**src/hw/rtl/yta_pkg.sv**
```systemverilog
package yta_pkg;

  // Field and datapath widths
  localparam int unsigned WordW = 16;
  localparam int unsigned ChanW = 8;
  localparam int unsigned PixW  = 32;
  localparam int unsigned SumW  = 19;

  // Product widths for each constant coefficient over an 8-bit operand
  localparam int unsigned PyW  = 17;  // 298 * y
  localparam int unsigned PrW  = 17;  // 409 * cr
  localparam int unsigned PgbW = 15;  // 100 * cb
  localparam int unsigned PgrW = 16;  // 208 * cr
  localparam int unsigned PbW  = 18;  // 516 * cb

  // BT.601 coefficients scaled by 256
  localparam logic [PyW-1:0]  COEF_Y  = PyW'(298);
  localparam logic [PrW-1:0]  COEF_RV = PrW'(409);
  localparam logic [PgbW-1:0] COEF_GU = PgbW'(100);
  localparam logic [PgrW-1:0] COEF_GV = PgrW'(208);
  localparam logic [PbW-1:0]  COEF_BU = PbW'(516);

  // Offsets with rounding folded in
  localparam logic [SumW-1:0] OFS_Y = SumW'(56992);
  localparam logic [SumW-1:0] OFS_G = SumW'(91776);
  localparam logic [SumW-1:0] OFS_B = SumW'(13696);

  localparam logic [ChanW-1:0] ALPHA_OPAQUE = 8'hFF;
  localparam logic [PixW-1:0]  PIX_BORDER   = '0;

  // Pixel issue phase within one pair
  typedef enum logic [2:0] {
    PH_BORDER = 3'b001,
    PH_FIRST  = 3'b010,
    PH_SECOND = 3'b100
  } phase_e;

  // One pixel conversion request
  typedef struct packed {
    logic             border;
    logic             last;
    logic [ChanW-1:0] y;
    logic [ChanW-1:0] cb;
    logic [ChanW-1:0] cr;
  } pix_req_t;

  // Clamp a two's complement channel sum to 8 bits
  function automatic logic [ChanW-1:0] clamp_chan(input logic [SumW-1:0] s);
    if (s[SumW-1]) begin
      return '0;
    end
    if (s[SumW-2:2*ChanW] != '0) begin
      return '1;
    end
    return s[2*ChanW-1:ChanW];
  endfunction

endpackage

```
**src/hw/rtl/yuy2_to_argb_converter.sv**
```systemverilog
// Channel   Dir  Width  Contents
// s_axis    in   32+1   tdata: first_word, second_word; tuser: row_start
// m_axis    out  32+1   tdata: pixel; tlast: last_of_item
// cfg       in   1      border_enable
//
// One pixel leaves per cycle while m_axis is ready: a pair gives two pixels,
// three when it starts a row with border filling on; the pair register issuing
// one pixel a cycle sets this. A pair reaches its first pixel through the pair
// register, products, sums and clamp/output register.
// Reset is asynchronous, active low; it empties all stages and clears
// border_enable. Backpressure on m_axis ripples back stage by stage; no pixel
// is dropped or repeated.
module yuy2_to_argb_converter (
  input  logic        clk_i,
  input  logic        rst_ni,
  input  logic        s_axis_tvalid,
  output logic        s_axis_tready,
  input  logic [31:0] s_axis_tdata,   // [15:0] first_word, [31:16] second_word
  input  logic [0:0]  s_axis_tuser,   // [0] row_start
  output logic        m_axis_tvalid,
  input  logic        m_axis_tready,
  output logic [31:0] m_axis_tdata,   // [31:0] pixel
  output logic        m_axis_tlast,
  input  logic        cfg_valid_i,
  output logic        cfg_ready_o,
  input  logic        cfg_data_i
);

  logic              border_en_q;
  logic              req_valid, req_ready;
  yta_pkg::pix_req_t req;

  // Take configuration writes at any time
  assign cfg_ready_o = 1'b1;

  always_ff @(posedge clk_i or negedge rst_ni) begin
    if (!rst_ni) begin
      border_en_q <= 1'b0;
    end else if (cfg_valid_i) begin
      border_en_q <= cfg_data_i;
    end
  end

  yta_split u_split (
    .clk_i         (clk_i),
    .rst_ni        (rst_ni),
    .border_en_i   (border_en_q),
    .in_valid_i    (s_axis_tvalid),
    .in_ready_o    (s_axis_tready),
    .first_word_i  (s_axis_tdata[15:0]),
    .second_word_i (s_axis_tdata[31:16]),
    .row_start_i   (s_axis_tuser[0]),
    .req_valid_o   (req_valid),
    .req_ready_i   (req_ready),
    .req_o         (req)
  );

  yta_pipe u_pipe (
    .clk_i       (clk_i),
    .rst_ni      (rst_ni),
    .req_valid_i (req_valid),
    .req_ready_o (req_ready),
    .req_i       (req),
    .pix_valid_o (m_axis_tvalid),
    .pix_ready_i (m_axis_tready),
    .pix_o       (m_axis_tdata),
    .pix_last_o  (m_axis_tlast)
  );

endmodule

```
**src/hw/rtl/yta_split.sv**
```systemverilog
module yta_split (
  input  logic                           clk_i,
  input  logic                           rst_ni,
  input  logic                           border_en_i,
  input  logic                           in_valid_i,
  output logic                           in_ready_o,
  input  logic [yta_pkg::WordW-1:0]      first_word_i,
  input  logic [yta_pkg::WordW-1:0]      second_word_i,
  input  logic                           row_start_i,
  output logic                           req_valid_o,
  input  logic                           req_ready_i,
  output yta_pkg::pix_req_t              req_o
);

  logic                      valid_q, valid_d;
  yta_pkg::phase_e           phase_q, phase_d;
  logic [yta_pkg::WordW-1:0] w0_q, w1_q;
  logic                      req_fire;
  logic                      in_accept;

  assign req_fire   = valid_q && req_ready_i;
  assign in_ready_o = !valid_q || (req_fire && (phase_q == yta_pkg::PH_SECOND));
  assign in_accept  = in_valid_i && in_ready_o;

  // Advance through the pixels of the held pair, load a new pair
  always_comb begin
    valid_d = valid_q;
    phase_d = phase_q;
    if (req_fire) begin
      unique case (phase_q)
        yta_pkg::PH_BORDER: phase_d = yta_pkg::PH_FIRST;
        yta_pkg::PH_FIRST:  phase_d = yta_pkg::PH_SECOND;
        yta_pkg::PH_SECOND: valid_d = 1'b0;
        default:            valid_d = 1'b0;
      endcase
    end
    if (in_accept) begin
      valid_d = 1'b1;
      phase_d = (border_en_i && row_start_i) ? yta_pkg::PH_BORDER : yta_pkg::PH_FIRST;
    end
  end

  always_ff @(posedge clk_i or negedge rst_ni) begin
    if (!rst_ni) begin
      valid_q <= 1'b0;
      phase_q <= yta_pkg::PH_FIRST;
    end else begin
      valid_q <= valid_d;
      phase_q <= phase_d;
    end
  end

  // Hold the pair words
  always_ff @(posedge clk_i) begin
    if (in_accept) begin
      w0_q <= first_word_i;
      w1_q <= second_word_i;
    end
  end

  // Build the request for the current phase
  always_comb begin
    req_o.cb     = w0_q[yta_pkg::ChanW-1:0];
    req_o.cr     = w1_q[yta_pkg::ChanW-1:0];
    req_o.border = 1'b0;
    req_o.last   = 1'b0;
    req_o.y      = w0_q[yta_pkg::WordW-1:yta_pkg::ChanW];
    unique case (phase_q)
      yta_pkg::PH_BORDER: req_o.border = 1'b1;
      yta_pkg::PH_FIRST:  req_o.last   = 1'b0;
      yta_pkg::PH_SECOND: begin
        req_o.last = 1'b1;
        req_o.y    = w1_q[yta_pkg::WordW-1:yta_pkg::ChanW];
      end
      default:            req_o.border = 1'b0;
    endcase
  end

  assign req_valid_o = valid_q;

  // A finished pair with no new one behind it leaves the stage empty
  a_drain: assert property (@(posedge clk_i) disable iff (!rst_ni)
    req_fire && (phase_q == yta_pkg::PH_SECOND) && !in_accept |=> !valid_q)
    else $error("pair stage did not drain after its second pixel");

  // A border row start issues the border pixel first
  a_border_first: assert property (@(posedge clk_i) disable iff (!rst_ni)
    in_accept && border_en_i && row_start_i |=> valid_q && req_o.border)
    else $error("border pixel missing at row start");

endmodule

```
**src/hw/rtl/yta_pipe.sv**
```systemverilog
module yta_pipe (
  input  logic                      clk_i,
  input  logic                      rst_ni,
  input  logic                      req_valid_i,
  output logic                      req_ready_o,
  input  yta_pkg::pix_req_t         req_i,
  output logic                      pix_valid_o,
  input  logic                      pix_ready_i,
  output logic [yta_pkg::PixW-1:0]  pix_o,
  output logic                      pix_last_o
);

  // Stage valid bits and ready chain
  logic v1_q, v2_q, v3_q;
  logic rdy1, rdy2, rdy3;

  assign rdy3        = !v3_q || pix_ready_i;
  assign rdy2        = !v2_q || rdy3;
  assign rdy1        = !v1_q || rdy2;
  assign req_ready_o = rdy1;

  always_ff @(posedge clk_i or negedge rst_ni) begin
    if (!rst_ni) begin
      v1_q <= 1'b0;
      v2_q <= 1'b0;
      v3_q <= 1'b0;
    end else begin
      if (rdy1) v1_q <= req_valid_i;
      if (rdy2) v2_q <= v1_q;
      if (rdy3) v3_q <= v2_q;
    end
  end

  // Stage 1: coefficient products
  logic [yta_pkg::PyW-1:0]  py_q;
  logic [yta_pkg::PrW-1:0]  pr_q;
  logic [yta_pkg::PgbW-1:0] pgb_q;
  logic [yta_pkg::PgrW-1:0] pgr_q;
  logic [yta_pkg::PbW-1:0]  pb_q;
  logic                     border1_q, last1_q;

  always_ff @(posedge clk_i) begin
    if (rdy1 && req_valid_i) begin
      py_q      <= yta_pkg::PyW'(req_i.y) * yta_pkg::COEF_Y;
      pr_q      <= yta_pkg::PrW'(req_i.cr) * yta_pkg::COEF_RV;
      pgb_q     <= yta_pkg::PgbW'(req_i.cb) * yta_pkg::COEF_GU;
      pgr_q     <= yta_pkg::PgrW'(req_i.cr) * yta_pkg::COEF_GV;
      pb_q      <= yta_pkg::PbW'(req_i.cb) * yta_pkg::COEF_BU;
      border1_q <= req_i.border;
      last1_q   <= req_i.last;
    end
  end

  // Stage 2: channel sums in two's complement
  logic [yta_pkg::SumW-1:0] base, sum_r_d, sum_g_d, sum_b_d;
  logic [yta_pkg::SumW-1:0] sum_r_q, sum_g_q, sum_b_q;
  logic                     border2_q, last2_q;

  always_comb begin
    base    = yta_pkg::SumW'(py_q) - yta_pkg::OFS_Y;
    sum_r_d = base + yta_pkg::SumW'(pr_q);
    sum_g_d = base - yta_pkg::SumW'(pgb_q) - yta_pkg::SumW'(pgr_q) + yta_pkg::OFS_G;
    sum_b_d = base + yta_pkg::SumW'(pb_q) - yta_pkg::OFS_B;
  end

  always_ff @(posedge clk_i) begin
    if (rdy2 && v1_q) begin
      sum_r_q   <= sum_r_d;
      sum_g_q   <= sum_g_d;
      sum_b_q   <= sum_b_d;
      border2_q <= border1_q;
      last2_q   <= last1_q;
    end
  end

  // Stage 3: clamp, pack and hold for the output request
  logic [yta_pkg::PixW-1:0] pix_d, pix_q;
  logic                     last3_q;

  always_comb begin
    if (border2_q) begin
      pix_d = yta_pkg::PIX_BORDER;
    end else begin
      pix_d = {yta_pkg::ALPHA_OPAQUE, yta_pkg::clamp_chan(sum_r_q),
               yta_pkg::clamp_chan(sum_g_q), yta_pkg::clamp_chan(sum_b_q)};
    end
  end

  always_ff @(posedge clk_i) begin
    if (rdy3 && v2_q) begin
      pix_q   <= pix_d;
      last3_q <= last2_q;
    end
  end

  assign pix_valid_o = v3_q;
  assign pix_o       = pix_q;
  assign pix_last_o  = last3_q;

  // A border pixel never closes an item
  a_border_not_last: assert property (@(posedge clk_i) disable iff (!rst_ni)
    v3_q && (pix_q == yta_pkg::PIX_BORDER) |-> !last3_q)
    else $error("border pixel flagged as last of item");

  // A stalled middle stage keeps its pixel
  a_hold_mid: assert property (@(posedge clk_i) disable iff (!rst_ni)
    v2_q && !rdy3 |=> v2_q)
    else $error("sum stage lost a pixel while stalled");

endmodule

```
**config.mk**
```make
export PLATFORM = sky130hd
export DESIGN_NAME = yuy2_to_argb_converter
export DESIGN_NICKNAME = d
export VERILOG_FILES = /design/src/hw/rtl/yta_pkg.sv /design/src/hw/rtl/yuy2_to_argb_converter.sv /design/src/hw/rtl/yta_split.sv /design/src/hw/rtl/yta_pipe.sv
export SDC_FILE = /design/constraint.sdc
export NUM_CORES = 1
export LEC_CHECK = 0
export BUFFER_PORTS_ARGS = -buffer_cell sky130_fd_sc_hd__buf_4
export CORE_MARGIN = 2
export CORE_UTILIZATION = 40
export DETAILED_ROUTE_END_ITERATION = 6
export HOLD_SLACK_MARGIN = 0.06
export PLACE_DENSITY = 0.55
export SYNTH_ARGS = -nofsm -noshare
export SYNTH_HDL_FRONTEND = slang
export SYNTH_SLANG_ARGS = --single-unit
```
**constraint.sdc**
```tcl
create_clock -name clk_i -period 7.6 [get_ports clk_i]
set_input_delay 0.76 -clock clk_i [delete_from_list [all_inputs] [get_ports clk_i]]
set_output_delay 0.76 -clock clk_i [all_outputs]
set_load 0.1 [all_outputs]
```
==> summary.md, run 1 <==
| Metric | Value |
|---|---|
| Status | `complete, no violations` |
| Number of global-route vias before repair | `6,939` |
| Worst Reg2Reg Path Length in Cells | `16` |
| Area Growth Syn to Fin | `13.18%` |
| Height of the chip | `175.1 µm` |
| Drt via density | `4.837` |
| CTS tree | `done` |
| Antenna Cells | `0` |
| Port bufs | `73` |
| Unrepaired setup endpoints after global routing | `no` |
| Commonest non-fill, non-tap cell in the layout | `ha_1` |
| Post-Syn Area | `11,710 µm²` |
| Worst-Margin Slew | `925.6 ps` |
| Hpwl dp | `17,180 µm` |
| Layout fillers | `2,651` |
| Mapped Avg Cell Area | `12.10 µm²` |
| Pre-CTS WS | `2904 ps` |
| Syn_nets | `1,244` |
| DRC viols | `0` |
| Seq/Total Area, Yosys | `43.76%` |
| Final Hold Viols | `0` |
| Clk buf depth | `2` |
| Most used DFF post-synth | `edfxtp_1` |
| GPL Wtd Cong | `0.7895` |
| Congestion Overflow GR | `0` |
| Root Buffer Master | `clkbuf_16` |
| Synth warn | `0` |
| Cts repair resizes | `0` |
| CTS Hold Buffers Added | `0` |
| Cts bufs inserted | `17` |
| Site Rows | `62` |
| CP Max Fanout | `11` |
| Max Slew Vio Count | `0` |
| Setup TNS | `0 ps` |
| Pre-antenna DRT Iters | `5` |
| Slew HR | `38.29%` |
| Starting Density | `40.70%` |
| Hold WC Path Type | `in -> async` |
| Final period utilization | `61.71%` |
| Synth Register Bits | `172` |
| Crit path DAT | `4880 ps` |
| Crit path kind | `reg -> reg` |
| Largest net degree at the start of global routing | `73` |
| Die span in x | `175.1 µm` |
| Final setup vio count | `0` |
| Drt wl/cell | `14.77 µm` |
| Share of layout cells above drive strength 1 | `12.76%` |
| Top-level I/O count | `75` |
| Gr usage total | `14.81%` |
| Post-Syn Instances | `968` |
| Worst Setup End Kind | `flip-flop` |
| Final WS setup | `2910 ps` |
| Clock Sinks | `172` |
| FFs w/ async S/R, synth | `4.651%` |
| Worst-path clk slew | `80 ps` |
| H-tree depth | `4` |
| Most frequent cells in the layout | `ha_1, edfxtp_1, inv_1` |
| Initial antenna violation count | `0` |
| Post-synth EDFFs | `164` |
| Worst Skew | `13.03 ps` |
| Unique masters post-synth | `62` |
| Max-cap violations | `0` |
| Max Freq | `213.2 MHz` |
| Fin crit period | `4690 ps` |
| Clock Latency Late Sink | `430 ps` |
| # nets final | `1,329` |
| DR iter-0 viols | `316` |
| Global-route wire length before repair | `35,400 µm` |
| Routed via count | `7,014` |
| Drt total wl | `21,410 µm` |
| Remaining antenna violation count | `0` |
| Total die area | `30,670 µm²` |
| CP startpoint kind | `flip-flop` |
| Area of the core | `28,780 µm²` |
| # Post-CTS Setup Buffers | `0` |
| Data required, critical path | `7790 ps` |
## layer usage
layer / global-route usage, % / routed length (µm) / vias up
met3: 2.154 / 728 / 16
met1: 19.89 / 10200 / 3268
met4: 4.097 / 231 / 0
li1: - / - / 3613
met5: 0 / 0 / -
met2: 24.97 / 10250 / 117
## kinds of logic after synthesis
family / Yosys count / synth area share [%]
DFF: 172 / 43.76
other: 1 / 0.03201
xor gates and xnor gates: 72 / 5.384
muxes: 13 / 1.218
adders and majority gates: 237 / 27.75
buffers and inverters: 161 / 5.426
and+or+nand+nor: 146 / 6.345
AOI/OAI and AO/OA: 166 / 10.08
## path summary, 6_finish.rpt
check | startpoint | slack (ps) | to
max | u_split.phase_q[2] | 2910 | u_pipe.py_q[14]
min | rst_ni | 130 | u_split.phase_q[2]
max reg2reg | u_split.phase_q[2] | 2910 | u_pipe.py_q[14]
min reg2reg | u_pipe.last1_q | 430 | u_pipe.last2_q
max in group asynchronous | rst_ni | 7260 | u_split.phase_q[1]
min in group clk_i | u_pipe.last1_q | 430 | u_pipe.last2_q
## cell type report
cell class | instances | area [µm²] | share of cell area, %
clock buffer | 17 | 425.4 | 3.209
clock inverter | 15 | 126.4 | 0.9532
inverter | 149 | 559.3 | 4.219
multi-input combinational | 635 | 5954 | 44.91
sequential | 172 | 5126 | 38.67
tap | 384 | 480.5 | 3.624
timing repair buffer | 78 | 585.6 | 4.417
## sequential cells by signal, indices dropped and copies added (netlist names), 3 cells and up
signal / count
u_pipe.py_q: 16
u_pipe.pix_o: 25
u_pipe.pgr_q: 10
u_pipe.sum_r_q: 11
u_split.w1_q: 16
u_pipe.pgb_q: 13
u_pipe.sum_b_q: 11
u_pipe.pr_q: 17
u_split.phase_q: 3
u_pipe.pb_q: 13
u_split.w0_q: 16
u_pipe.sum_g_q: 11
## critical path, stage by stage, from the launching register on
cell and delay [ps]:
dfrtp_1 400, inv_1 110, nor3_1 150, buf_4 220
mux2_2 410, ha_1 310, ha_1 280, inv_1 50
fa_1 500, fa_1 540, inv_1 40, ha_1 340
and2_1 160, a311o_1 350, a21o_1 230, a221oi_2 270
xnor2_1 90
## stage by stage
stage | util, % | hold WS (ps) | cell area (µm²) | std cells
2_1_floorplan | - | 400.3 | 11710 | 968
3_3_place_gp | 44.15 | 406.5 | 12710 | 1418
3_5_place_dp | 44.15 | 416.3 | 12710 | 1418
4_1_cts | 46.07 | 111.3 | 13260 | 1450
5_1_grt | 46.07 | 120.5 | 13260 | 1450
6_report | 46.07 | 128.4 | 13260 | 1450
## synthesized netlist by cell type (all sizes together), types with 3 or more instances
cell | instances | area share [%]
o21a | 34 | 2.2
or2 | 6 | 0.32
and3 | 7 | 0.37
o211ai | 3 | 0.19
xor2 | 28 | 2.1
ha | 199 | 21
buf | 9 | 0.56
inv | 149 | 4.8
nand2 | 26 | 0.83
a21oi | 33 | 1.4
mux2 | 10 | 0.96
o21bai | 3 | 0.19
xnor2 | 44 | 3.3
nand3b | 3 | 0.19
edfxtp | 164 | 42
nor2b | 13 | 0.69
fa | 38 | 6.5
nor3 | 10 | 0.43
nor2 | 40 | 1.3
nor4 | 3 | 0.16
a211oi | 10 | 0.68
dfrtp | 7 | 1.5
o31ai | 3 | 0.19
nand3 | 8 | 0.34
a311oi | 4 | 0.30
or3 | 5 | 0.27
a211o | 3 | 0.22
nand2b | 13 | 0.69
o21ai | 19 | 0.81
mux2i | 3 | 0.26
and2 | 4 | 0.21
a21o | 24 | 1.5
clkbuf | 3 | 0.096
a31oi | 7 | 0.37
Power of run 1 is left out: the tool's default activity adds up to more than one toggle a clock period on the data nets, which glitch-free logic cannot reach.
==> inputs of run 2 (changes only) <==
--- a/config.mk
+++ b/config.mk
@@ -10,7 +10,7 @@
 export CORE_UTILIZATION = 40
 export DETAILED_ROUTE_END_ITERATION = 6
 export HOLD_SLACK_MARGIN = 0.06
-export PLACE_DENSITY = 0.55
+export PLACE_DENSITY = 0.58
 export SYNTH_ARGS = -nofsm -noshare
 export SYNTH_HDL_FRONTEND = slang
 export SYNTH_SLANG_ARGS = --single-unit
==> constraint.sdc (replaced) <==
create_clock -name clk_i -period 3.8 [get_ports clk_i]
set_input_delay 0.38 -clock clk_i [delete_from_list [all_inputs] [get_ports clk_i]]
set_output_delay 0.38 -clock clk_i [all_outputs]
set_load 0.1 [all_outputs]
==> run 2 against run 1 <==
The run now ends with setup timing left. Non-clock buffer count increased by 71. Clock skew decreased by 3.4 ps. Cell area increased by 6.2%. Utilization increased by 2.9 points. Final cell count increased by 4.9%. Sequential cell count unchanged. Routed wire length increased by 4.0%. Maximum frequency increased by 13%. Register-to-register slack got worse by 3300 ps. Critical path depth decreased by 1. Hold slack improved by 0.52 ps. Critical endpoint unchanged.
==> summary.md, run 2 (synthesized netlist as in run 1, its figures left out) <==
| Metric | Value |
|---|---|
| Die span in x | `175.1 µm` |
| GPL Wtd Cong | `0.8452` |
| DP Cell Count | `1,482` |
| Fin crit period | `4155 ps` |
| Worst Skew | `9.639 ps` |
| CP startpoint kind | `flip-flop` |
| Crit path DAT | `4330 ps` |
| Gr usage total | `15.35%` |
| Global-route wire length before repair | `37,050 µm` |
| Total die area | `30,670 µm²` |
| Cts bufs inserted | `17` |
| Starting Density | `40.70%` |
| Worst Reg2Reg Path Length in Cells | `15` |
| DR iter-0 viols | `300` |
| # nets final | `1,400` |
| Worst Setup End Kind | `flip-flop` |
| Final WS setup | `-355.0 ps` |
| Congestion Overflow GR | `0` |
| GRT met3 Usage | `2.437%` |
| Finished Layout Cells | `1,521` |
| Most frequent cells in the layout | `ha_1, edfxtp_1, inv_1` |
| Root Buffer Master | `clkbuf_16` |
| Routed via count | `7,334` |
| Max Freq | `240.7 MHz` |
| Clock Latency Late Sink | `420 ps` |
| Largest net degree at the start of global routing | `42` |
| Clock Sinks | `172` |
| Initial antenna violation count | `0` |
| Share of layout cells above drive strength 1 | `20.84%` |
| Slew HR | `51.41%` |
| Max-cap violations | `0` |
| Final setup vio count | `7` |
| Status | `finished with violations` |
| CP Max Fanout | `5` |
| Site Rows | `62` |
| DRC viols | `0` |
| Remaining antenna violation count | `0` |
| Top-level I/O count | `75` |
| Worst-Margin Slew | `727.7 ps` |
| Hold Path End | `u_split.w0_q[15]` |
| Clk buf depth | `2` |
| Commonest non-fill, non-tap cell in the layout | `ha_1` |
| M2 GR Usage | `26.36%` |
| Drt via density | `4.822` |
| Drt total wl | `22,270 µm` |
| Hold path depth | `1` |
| Placed inst area | `13,260 µm²` |
| Final Hold Viols | `0` |
| Worst r2r dst | `u_pipe.py_q[14]` |
| Data required, critical path | `3980 ps` |
| Area Growth Syn to Fin | `20.24%` |
| Drt wl/cell | `14.64 µm` |
| Met1 GRT Util | `20.09%` |
| Max FFs per register | `25` |
| Reg-to-Reg Start | `u_split.phase_q[0]` |
| Number of global-route vias before repair | `7,489` |
| Unrepaired setup endpoints after global routing | `yes` |
| CTS tree | `done` |
| FF-to-FF setup slack | `-360 ps` |
| Worst hold start | `s_axis_tdata[15]` |
| Hpwl dp | `17,770 µm` |
| Hold_ws | `128.9 ps` |
| Crit path kind | `reg -> reg` |
| Failing checks | `setup timing` |
| Most Crowded Layer GR | `met2` |
| Worst-path clk slew | `70 ps` |
| H-tree depth | `4` |
| Fin area | `14,080 µm²` |
| Final period utilization | `109.3%` |
| Port bufs | `73` |
| Hold WC Path Type | `in -> reg` |
| Area of the core | `28,780 µm²` |
| Antenna Cells | `0` |
| Height of the chip | `175.1 µm` |
| Pre-antenna DRT Iters | `4` |
| Max Slew Vio Count | `0` |
run 2: final cells by class:
class	count	area [µm²]
inverters	149	559.3
multi-input cells	635	6221
fillers	2538	14700
repair buffers	149	1149
clock buffers	19	432.9
well taps	384	480.5
flip-flops and latches	172	5126
clock inverters	13	116.4
run 2: worst max-delay path, stage by stage, from the launching register on:
cell and delay [ps]:
dfrtp_1 410, nor3_4 220, buf_6 160, mux2_4 320
ha_4 250, ha_4 260, inv_2 30, fa_1 460
fa_1 510, inv_2 50, ha_4 210, and2_4 130
a311o_1 300, a21o_1 240, a221oi_2 270, xnor2_1 90
run 2: routing by layer:
layer | part of all wire, % | wire length [µm]
met5 | 0 | 0
met4 | 1.4 | 322
met3 | 2.6 | 568
met2 | 49 | 10810
met1 | 47 | 10560
run 2: how the worst max path moves through the flow:
stage                                   from               to  slack [ps]
after floorplan           u_split.phase_q[0]  u_pipe.py_q[14]        -310
after global placement    u_split.phase_q[0]  u_pipe.py_q[14]        -350
after detailed placement  u_split.phase_q[0]  u_pipe.py_q[14]        -420
after CTS                 u_split.phase_q[0]  u_pipe.py_q[14]        -340
after global routing      u_split.phase_q[0]  u_pipe.py_q[14]        -500
final                     u_split.phase_q[0]  u_pipe.py_q[14]        -360
run 2: timing repair:
action	CTS	global route
pin swaps	10	6
setup endpoints to repair	9	17
resized for setup	26	18
hold buffers	1	0
setup buffers	4	2
cloned	1	0
hold endpoints to repair	8	0
run 2: metrics by stage:
step	utilization (%)	setup TNS, ps	worst slack, ps
5_1_grt	48.94	-2363	-496.0
3_5_place_dp	46.07	-2226	-419.3
6_report	48.94	-1419	-355.0
4_1_cts	48.64	-1202	-335.6
2_1_floorplan	-	-700.1	-313.4
3_3_place_gp	46.07	-1643	-352.5
Power of run 2 is left out for the same reason.
==> inputs of run 3 (changes only) <==
--- a/config.mk
+++ b/config.mk
@@ -10,7 +10,8 @@
 export CORE_UTILIZATION = 40
 export DETAILED_ROUTE_END_ITERATION = 6
 export HOLD_SLACK_MARGIN = 0.06
-export PLACE_DENSITY = 0.58
+export PLACE_DENSITY = 0.55
 export SYNTH_ARGS = -nofsm -noshare
 export SYNTH_HDL_FRONTEND = slang
+export SYNTH_HIERARCHICAL = 1
 export SYNTH_SLANG_ARGS = --single-unit
==> constraint.sdc (replaced) <==
create_clock -name clk_i -period 4.2 [get_ports clk_i]
set_input_delay 0.42 -clock clk_i [delete_from_list [all_inputs] [get_ports clk_i]]
set_output_delay 0.42 -clock clk_i [all_outputs]
set_load 0.1 [all_outputs]
==> run 3 against run 2 <==
The run now ends clean. Die area rose by 0.97%. Area after synthesis rose by 0.99%. Sequential cell count did not move. Non-clock buffer count fell by 45. Via count fell by 4.1%. Utilization fell by 1.6 points. Register-to-register slack improved by 520 ps. First-iteration DRC count rose by 1.7%. Cell area fell by 2.8%. Hold slack improved by 28 ps. Synthesized cell count rose by 2.6%.
==> summary.md, run 3 <==
| Metric | Value |
|---|---|
| Root Buffer Master | `clkbuf_16` |
| Top-level I/O count | `75` |
| Synth warn | `6` |
| Share of layout cells above drive strength 1 | `17.09%` |
| Synth Register Bits | `172` |
| Drt via density | `4.741` |
| Gr usage total | `14.36%` |
| Hold path depth | `1` |
| Slew HR | `33.89%` |
| GPL Wtd Cong | `0.8243` |
| Height of the chip | `176.0 µm` |
| DR iter-0 viols | `305` |
| Final setup vio count | `0` |
| Crit path kind | `reg -> reg` |
| Max Freq | `247.6 MHz` |
| Clock Sinks | `172` |
| Fin crit period | `4040 ps` |
| Crit path DAT | `4210 ps` |
| Max-cap violations | `0` |
| Initial antenna violation count | `0` |
| Synth area leaders | `edfxtp_1, ha_1, fa_1, inv_1, xnor2_1` |
| Max Slew Vio Count | `0` |
| Worst Reg2Reg Path Length in Cells | `16` |
| Status | `complete, no violations` |
| Commonest non-fill, non-tap cell in the layout | `ha_1` |
| Starting Density | `40.88%` |
| Routed via count | `7,035` |
| Drt wl/cell | `14.48 µm` |
| Mapped Avg Cell Area | `11.91 µm²` |
| Post-Syn Instances | `993` |
| Syn_nets | `1,269` |
| Hpwl dp | `17,040 µm` |
| Congestion Overflow GR | `0` |
| Worst-Margin Slew | `991.7 ps` |
| Clock Latency Late Sink | `430 ps` |
| Most used DFF post-synth | `edfxtp_1` |
| Clk buf depth | `2` |
| Met2 WL | `9867 µm` |
| Number of global-route vias before repair | `6,809` |
| Synth top cells by count | `ha_1, inv_1, edfxtp_1` |
| CTS tree | `done` |
| Unique masters post-synth | `66` |
| Layout fillers | `2,638` |
| Most frequent cell after synthesis | `ha_1` |
| DRC viols | `0` |
| Seq/Total Area, Yosys | `43.33%` |
| Port bufs | `73` |
| Final Hold Viols | `0` |
| Worst hold start | `s_axis_tdata[23]` |
| Cts bufs inserted | `17` |
| Worst-path clk slew | `70 ps` |
| Final period utilization | `96.18%` |
| Data required, critical path | `4370 ps` |
| Reg-to-Reg Start | `u_split/phase_q[2]` |
| Max FFs per register | `25` |
| Uppermost layer routed | `met4` |
| Met1 wire length | `10,740 µm` |
| Worst Skew | `12.01 ps` |
| Most frequent cells in the layout | `ha_1, inv_1, edfxtp_1` |
| Largest net degree at the start of global routing | `36` |
| Total die area | `30,970 µm²` |
| Yosys top cell area share | `41.63%` |
| Worst Setup End Kind | `flip-flop` |
| H-tree depth | `4` |
| CP Max Fanout | `3` |
| Unrepaired setup endpoints after global routing | `yes` |
| CP startpoint kind | `flip-flop` |
| Worst r2r dst | `u_pipe/py_q[16]` |
| Hold Path End | `u_split/w1_q[7]` |
| Pre-antenna DRT Iters | `5` |
| Post-Syn Area | `11,830 µm²` |
| Global-route wire length before repair | `34,440 µm` |
| Fin util | `47.32%` |
| Site Rows | `62` |
| Hold WC Path Type | `in -> reg` |
| Die span in x | `176.0 µm` |
| FFs w/ async S/R, synth | `4.651%` |
| # nets final | `1,363` |
| FF-to-FF setup slack | `160 ps` |
| Area of the core | `28,940 µm²` |
| Post-synth EDFFs | `164` |
| Area Growth Syn to Fin | `15.75%` |
| WL met3 | `595 µm` |
| Post-synth top area cell | `edfxtp_1` |
| Antenna Cells | `0` |
| Drt total wl | `21,490 µm` |
| Remaining antenna violation count | `0` |
run 3: cell types whose count changed after synthesis, sizes merged, moves of 4 or more:
cell    before  now
nor3        10    6
a21o        24   20
nor2        40   29
buf          9   25
o21bai       3   11
a211oi      10    5
nor2b       13    9
inv        149  173
a21oi       33   50
run 3: how the worst max path moves through the flow:
stage	startpoint	slack, ps	to	cells after the start
floorplan	u_split/phase_q[2]	6	u_pipe/py_q[15]	17
global placement	u_split/phase_q[0]	50	u_pipe/py_q[16]	14
detailed placement	u_split/phase_q[0]	-10	u_pipe/py_q[16]	16
CTS	u_split/phase_q[0]	0.3	u_pipe/py_q[15]	17
global route	u_split/phase_q[2]	-30	u_pipe/py_q[15]	17
finish	u_split/phase_q[2]	160	u_pipe/py_q[16]	16
run 3: worst max-delay path, cell delays in order, from the launching register on:
cell and delay, ps:
dfrtp_1 360, inv_2 50, nor3_4 280, clkbuf_16 200
mux2_2 370, ha_2 210, ha_1 310, ha_4 260
ha_4 250, ha_1 300, a21o_1 210, a21oi_2 170
o21bai_1 90, a21oi_2 150, o21ai_1 120, a311oi_2 350
a21oi_1 100
run 3: per-stage QoR:
| stage | setup WS (ps) | hold WS [ps] | setup TNS [ps] | instances | area, µm² |
|---|---|---|---|---|---|
| 2_1_floorplan | 5.658 | 124.4 | 0 | 993 | 11850 |
| 3_3_place_gp | 52.19 | 247.8 | 0 | 1445 | 12870 |
| 3_5_place_dp | -14.61 | 251.4 | -14.61 | 1445 | 12870 |
| 4_1_cts | 0.2718 | 135.6 | 0 | 1478 | 13460 |
| 5_1_grt | -30.73 | 133.9 | -39.37 | 1484 | 13690 |
| 6_report | 160.4 | 157.4 | 0 | 1484 | 13690 |
run 3: kinds of logic after synthesis:
kind of cell / after synthesis / synth area share (%)
AOI/OAI and AO/OA: 170 / 9.900
buffers and inverters: 202 / 7.181
and+or+nand+nor: 128 / 5.669
other: 1 / 0.03170
xor gates and xnor gates: 70 / 5.182
adders and majority gates: 237 / 27.48
DFF: 172 / 43.33
muxes: 13 / 1.227
run 3: metal layers:
layer,up-vias,global-route usage [%]
met4,0,4.339
li1,3636,-
met1,3282,19.74
met3,17,2.606
met5,-,0
met2,100,23.21
run 3: layout make-up:
type	count	area [µm²]	area share [%]
Timing Repair Buffer	104	817.0	5.967
Clock inverter	14	146.4	1.069
Multi-Input combinational cell	619	6045	44.14
Clock buffer	18	429.2	3.134
Inverter	173	649.4	4.742
Sequential cell	172	5126	37.44
Tap cell	384	480.5	3.509
run 3: timing repair:
item	in CTS	in global routing
pin swaps	1	16
resized for setup	1	28
gates cloned	0	1
buffers inserted	0	5
endpoints found under the hold margin	8	0
hold buffers	1	0
setup endpoints to repair	2	6
Power of run 3 is left out for the same reason.
